[src/design/wsdf_pkg.sv]
// Shared definitions for the WebSocket frame deframer with unmasking.
// Holds the byte width and the length-byte field masks; depends on nothing.
`timescale 1ns / 1ps
`default_nettype none
package wsdf_pkg;
    localparam int unsigned BYTE_W = 8;
    localparam int unsigned LEN_W  = 7;
    localparam int unsigned KEY_N  = 4;
    localparam int unsigned KPOS_W = 2;

    localparam logic [BYTE_W-1:0] LEN_MASK = 8'o177;
    localparam logic [BYTE_W-1:0] MASK_BIT = 8'o200;
endpackage
`default_nettype wire

[src/design/websocket_frame_deframer_unmask_top.sv]
// WebSocket frame deframer: parses frame headers and unmasks payload bytes.
// Uses wsdf_pkg for widths and length-byte masks.
`timescale 1ns / 1ps
`default_nettype none
// The block takes one received byte per cycle while o_stall is low.
// It skips the flags byte, reads the mask bit and the 7-bit length, captures
// four key bytes when the frame is masked, and then sends each payload byte
// XORed with the key byte in turn (unchanged when unmasked), with
// o_frame_last high on the final byte. Length codes 126 and 127 are plain
// lengths, and a zero-length frame gives no item. Each byte passes through
// one clocked stage, so a result appears in the cycle after its byte is taken;
// the result register is the only buffer, and o_stall rises only while a
// result is held and the output is stalled.
module websocket_frame_deframer_unmask_top (
    input  wire logic                       i_clk,
    input  wire logic                       i_rst_n,
    input  wire logic                       i_valid,
    output logic                            o_stall,
    input  wire logic [wsdf_pkg::BYTE_W-1:0] i_rx_byte,
    output logic                            o_valid,
    input  wire logic                       i_stall,
    output logic [wsdf_pkg::BYTE_W-1:0]     o_payload_byte,
    output logic                            o_frame_last
);
    typedef enum logic [2:0] {
        PH_FLAGS   = 3'd0,
        PH_LENGTH  = 3'd1,
        PH_KEY0    = 3'd2,
        PH_KEY1    = 3'd3,
        PH_KEY2    = 3'd4,
        PH_KEY3    = 3'd5,
        PH_PAYLOAD = 3'd6
    } t_phase;

    t_phase                           r_phase;
    logic [wsdf_pkg::LEN_W-1:0]       r_bytes_left;
    logic [wsdf_pkg::BYTE_W-1:0]      r_mask_key [wsdf_pkg::KEY_N];
    logic [wsdf_pkg::KPOS_W-1:0]      r_key_pos;
    logic                             r_masked;
    logic                             r_out_valid;
    logic [wsdf_pkg::BYTE_W-1:0]      r_payload_byte;
    logic                             r_frame_last;

    logic                             w_acc;
    logic                             w_last;
    logic [wsdf_pkg::BYTE_W-1:0]      w_key;
    logic [wsdf_pkg::KPOS_W-1:0]      w_key_idx;
    logic [wsdf_pkg::LEN_W-1:0]       w_len;

    assign o_stall        = r_out_valid && i_stall;
    assign w_acc          = i_valid && !o_stall;
    assign o_valid        = r_out_valid;
    assign o_payload_byte = r_payload_byte;
    assign o_frame_last   = r_frame_last;

    assign w_last    = (r_bytes_left <= wsdf_pkg::LEN_W'(1));
    assign w_key     = r_masked ? r_mask_key[r_key_pos] : '0;
    assign w_key_idx = wsdf_pkg::KPOS_W'(r_phase - PH_KEY0);
    assign w_len     = wsdf_pkg::LEN_W'(i_rx_byte & wsdf_pkg::LEN_MASK);

    always_ff @(posedge i_clk) begin
        if (!i_rst_n) begin
            r_phase      <= PH_FLAGS;
            r_bytes_left <= '0;
            r_key_pos    <= '0;
            r_masked     <= 1'b0;
            r_out_valid  <= 1'b0;
        end else begin
            if (!i_stall) begin
                r_out_valid <= 1'b0;
            end
            if (w_acc) begin
                case (r_phase)
                    PH_LENGTH: begin
                        r_bytes_left <= w_len;
                        r_masked     <= (i_rx_byte & wsdf_pkg::MASK_BIT) != '0;
                        r_key_pos    <= '0;
                        if ((i_rx_byte & wsdf_pkg::MASK_BIT) != '0) begin
                            r_phase <= PH_KEY0;
                        end else if (w_len != '0) begin
                            r_phase <= PH_PAYLOAD;
                        end else begin
                            r_phase <= PH_FLAGS;
                        end
                    end
                    PH_KEY0, PH_KEY1, PH_KEY2, PH_KEY3: begin
                        r_mask_key[w_key_idx] <= i_rx_byte;
                        if (r_phase == PH_KEY3) begin
                            r_phase <= (r_bytes_left != '0) ? PH_PAYLOAD : PH_FLAGS;
                        end else begin
                            r_phase <= t_phase'(r_phase + 3'd1);
                        end
                    end
                    PH_PAYLOAD: begin
                        r_out_valid    <= 1'b1;
                        r_payload_byte <= i_rx_byte ^ w_key;
                        r_frame_last   <= w_last;
                        r_key_pos      <= r_key_pos + wsdf_pkg::KPOS_W'(1);
                        if (w_last) begin
                            r_bytes_left <= '0;
                            r_phase      <= PH_FLAGS;
                        end else begin
                            r_bytes_left <= r_bytes_left - wsdf_pkg::LEN_W'(1);
                        end
                    end
                    default: begin
                        r_phase <= PH_LENGTH;
                    end
                endcase
            end
        end
    end

    a_payload_gives_item: assert property (@(posedge i_clk) disable iff (!i_rst_n)
        (w_acc && r_phase == PH_PAYLOAD) |=> r_out_valid)
        else $error("payload byte accepted without a result");

    a_header_gives_none: assert property (@(posedge i_clk) disable iff (!i_rst_n)
        (w_acc && r_phase != PH_PAYLOAD && !i_stall) |=> !r_out_valid)
        else $error("header byte produced a result");

    a_payload_nonzero: assert property (@(posedge i_clk) disable iff (!i_rst_n)
        (r_phase == PH_PAYLOAD) |-> (r_bytes_left != '0))
        else $error("payload phase with no bytes left");

    a_last_ends_frame: assert property (@(posedge i_clk) disable iff (!i_rst_n)
        (w_acc && r_phase == PH_PAYLOAD && w_last) |=>
        (r_phase == PH_FLAGS && r_frame_last))
        else $error("final payload byte did not end the frame");
endmodule
`default_nettype wire
[config.mk]
export PLATFORM = sky130hd
export DESIGN_NAME = websocket_frame_deframer_unmask_top
export DESIGN_NICKNAME = d
export VERILOG_FILES = /design/src/design/wsdf_pkg.sv /design/src/design/websocket_frame_deframer_unmask_top.sv
export SDC_FILE = /design/constraint.sdc
export NUM_CORES = 1
export LEC_CHECK = 0
export BUFFER_PORTS_ARGS = -buffer_cell sky130_fd_sc_hd__clkbuf_2
export CORE_ASPECT_RATIO = 0.6
export CORE_UTILIZATION = 58
export CTS_CLUSTER_SIZE = 20
export DETAILED_ROUTE_END_ITERATION = 8
export GPL_ROUTABILITY_DRIVEN = 0
export GPL_TIMING_DRIVEN = 1
export PLACE_DENSITY = 0.78
export SETUP_SLACK_MARGIN = 0.05
export SYNTH_ARGS = -nofsm -noshare
export SYNTH_HDL_FRONTEND = slang
export SYNTH_SLANG_ARGS = --single-unit
[constraint.sdc]
create_clock -name i_clk -period 2.08 [get_ports i_clk]
set_input_delay 0.416 -clock i_clk [delete_from_list [all_inputs] [get_ports i_clk]]
set_output_delay 0.416 -clock i_clk [all_outputs]
set_load 0.03 [all_outputs]
==> out/qor.txt <==
Final ANT Viol Nets = 0
Worst endpoint data arrival time = 2.11 ns
YS warnings = 0
Layout area overhead = 13.7%
Post-synth ARST share = 0
Largest net degree at the start of global routing = 17
Lkg Pwr = 1.02 nW
CP Capture Point = r_phase[1]$_SDFFE_PN0P_
Starting Density = 0.622
CP endpoint kind = register
CP Max Fanout = 5
TritonRoute pass-1 iters = 6
Cell row count = 18
R2r worst-path depth = 6
Post-DP Area = 2780 um^2
Crit-path cells = inv_1 > ha_1 > or3b_1 > o211a_1 > nor3_1 > o21ai_1
Count of hold-fix buffers inserted at cts = 0
Synth top area share = 0.467
Fin crit period = 1.88 ns
Finished layout cell area = 3000 um^2
Number of global-route vias before repair = 1756
Most numerous cell in the Yosys netlist = edfxtp_1
Clock latency on the worst-skew pair = 0.34 ns
First-pass GRT wire length = 9.79 mm
Number of max-cap violations = 0
P per Cell Area = 801 nW/um^2
DRC = 0
Syn Inst Count = 200
Synthesized area per cell = 13.2 um^2
Ant diodes = 0
Post-DP HPWL = 4.48 mm
Worst reg2reg endpoint = r_phase[1]$_SDFFE_PN0P_
H-tree depth = 3
Crit path launch = r_bytes_left[0]$_SDFFE_PN0N_
Cell family with most CP delay = simple AND/OR/NAND/NOR gates
Total Power = 0.00240 W
Clock transition at path regs = 0.06 ns
Final worst-path setup slack = 0.198 ns
Worst-Margin Slew = 0.521 ns
Cell count along the critical path = 6
Die H = 54.2 um
Worst path slowest cell = or3b_1
Worst vdd ir = 445 uV
Die X = 89.0 um
Max-slew violation count = 0
Number of DRC markers in iteration 0 = 253
Nets = 245
Total gr overflow = 0
Net Count, Synth = 218
Top post-synthesis cells by area = edfxtp_1 (47%), dfxtp_1 (12%), mux4_2 (6.8%)
CTS tree = yes
EDFF count, synth = 41
Final Hold Violating Endpoints = 0
Vias per inst = 6.50
Post-Syn Area = 2630 um^2
Buf+Inv Stages, Crit Path = 1
Reg-to-reg slack, setup = 0.20 ns
Initial antenna violation count = 0
CTS buffer count = 9
Pre-CTS setup slack = 0.117 ns
Most frequent cells after synthesis = edfxtp_1 (41), dfxtp_1 (16), nand2_1 (15), inv_1 (9)
Clock skew = 0.00561 ns
Sequential share of the synthesized area = 0.589
Hold/Removal Path Class = in2reg
Main flop type after synthesis = edfxtp_1
Post-Route Setup TNS = 0 ns
I/O Buffers = 22
Max-slew headroom = 0.652
Maximum clock frequency = 0.531 GHz
Clk Tree Root Cell = clkbuf_8
Total Wirelength = 6.28 mm
Tcrit/Tclk final = 0.905
WP data required = 2.30 ns
RSZ-0062 raised after global routing = no
Count of cell types in the netlist = 54
Final Setup Violations = 0
Via count = 1899
CTS Sinks = 57
WS Path Type = reg2reg
Layout cells sized above 1 = 0.254
Maximum clock path buffer count = 2
FF+latch count, synth = 57
Gr usage total = 0.307
Die area = 4820 um^2
CP max stage delay = 0.49 ns
Post-DR wirelength/cell = 21.5 um
Status = finished clean
Worst r2r src = r_bytes_left[0]$_SDFFE_PN0N_
CP Launch Type = register
CORE AREA = 4230 um^2
Io pins = 23
Cell taking the most area after synthesis = edfxtp_1
metal layers:
layer | wire length (um) | up-vias | GRT usage | part of all wire
li1 | - | 824 | - | -
met1 | 2630 | 908 | 0.419 | 0.42
met2 | 2660 | 145 | 0.418 | 0.42
met3 | 851 | 22 | 0.158 | 0.14
met4 | 138 | 0 | 0.108 | 0.022
met5 | 0 | - | 0 | 0
state kept, by name, summed over array words and instances, names as in the netlist, named ones only:
register and flops:
o_frame_last 1, o_payload_byte 8, o_valid 1, r_bytes_left 7, r_key_pos 2, r_mask_key 32, r_masked 1, r_phase 3
layout by cell type, fill, tap and decap left out, types with 3 or more instances in the layout:
| cell | count |
|---|---|
| edfxtp_1 | 41 |
| clkbuf_2 | 22 |
| dfxtp_1 | 16 |
| nand2_1 | 15 |
| inv_1 | 9 |
| clkbuf_8 | 9 |
| mux4_2 | 8 |
| xnor2_1 | 8 |
| o21ai_0 | 7 |
| nor2_1 | 6 |
| a21oi_1 | 5 |
| nor3_1 | 5 |
| ha_1 | 5 |
| nand3_1 | 4 |
| and2_1 | 4 |
| and2_2 | 4 |
| o21ai_1 | 4 |
| a211oi_1 | 3 |
| or3_1 | 3 |
| a31oi_1 | 3 |
logic make-up (layout without fill, tap and decap cells):
kind of cell    Yosys count  in the layout  share of synthesized area
mux                      10             10                     0.0760
buf+inv                  17             49                     0.0299
simple gates             59             59                      0.126
compound gates           43             43                      0.124
fa+ha+maj                 6              6                     0.0285
xor+xnor                  8              8                     0.0266
flops                    57             57                      0.589
report_power, final:
part           leakage (nW)  internal, W  switching (W)
logic                 0.431    0.0000618       0.000113
clock network        0.0897     0.000544       0.000433
registers             0.498      0.00123      0.0000184
cell type report:
class / count / area [um^2]
sequential: 57 / 1550
multi-input combinational: 126 / 1010
clock inverter: 6 / 58.8
tap: 60 / 75.1
fill: 305 / 1240
clock buffer: 10 / 128
inverter: 9 / 33.8
timing repair buffer: 24 / 138
repair_timing:
item	in CTS	in global routing
resized for setup	0	5
endpoints found under the setup margin	0	37
endpoints found under the hold margin	0	0
setup buffers	0	1
stage by stage:
stage | cells | hold slack, ns | util
floorplan | 200 | 0.459 | -
global placement | 275 | 0.474 | 0.657
CTS | 291 | 0.396 | 0.701
global route | 292 | 0.403 | 0.707
finish | 292 | 0.409 | 0.707
detailed placement | 275 | 0.501 | 0.657
worst min-delay path by stage:
| stage | from | endpoint | slack (ns) | cells past startpoint |
|---|---|---|---|---|
| floorplan | r_key_pos[1]$_SDFFE_PN0N_ | register | 0.46 | 2 |
| global placement | r_key_pos[1]$_SDFFE_PN0N_ | r_key_pos[1]$_SDFFE_PN0N_ | 0.47 | 2 |
| detailed placement | r_key_pos[1]$_SDFFE_PN0N_ | r_key_pos[1]$_SDFFE_PN0N_ | 0.50 | 2 |
| CTS | i_rx_byte[7] | r_mask_key[2][7]$_DFFE_PP_ | 0.40 | 1 |
| global route | i_rx_byte[6] | r_mask_key[2][6]$_DFFE_PP_ | 0.40 | 1 |
| finish | i_rx_byte[7] | r_mask_key[1][7]$_DFFE_PP_ | 0.41 | 1 |
Note: power is estimated with default switching activity, not from simulation.
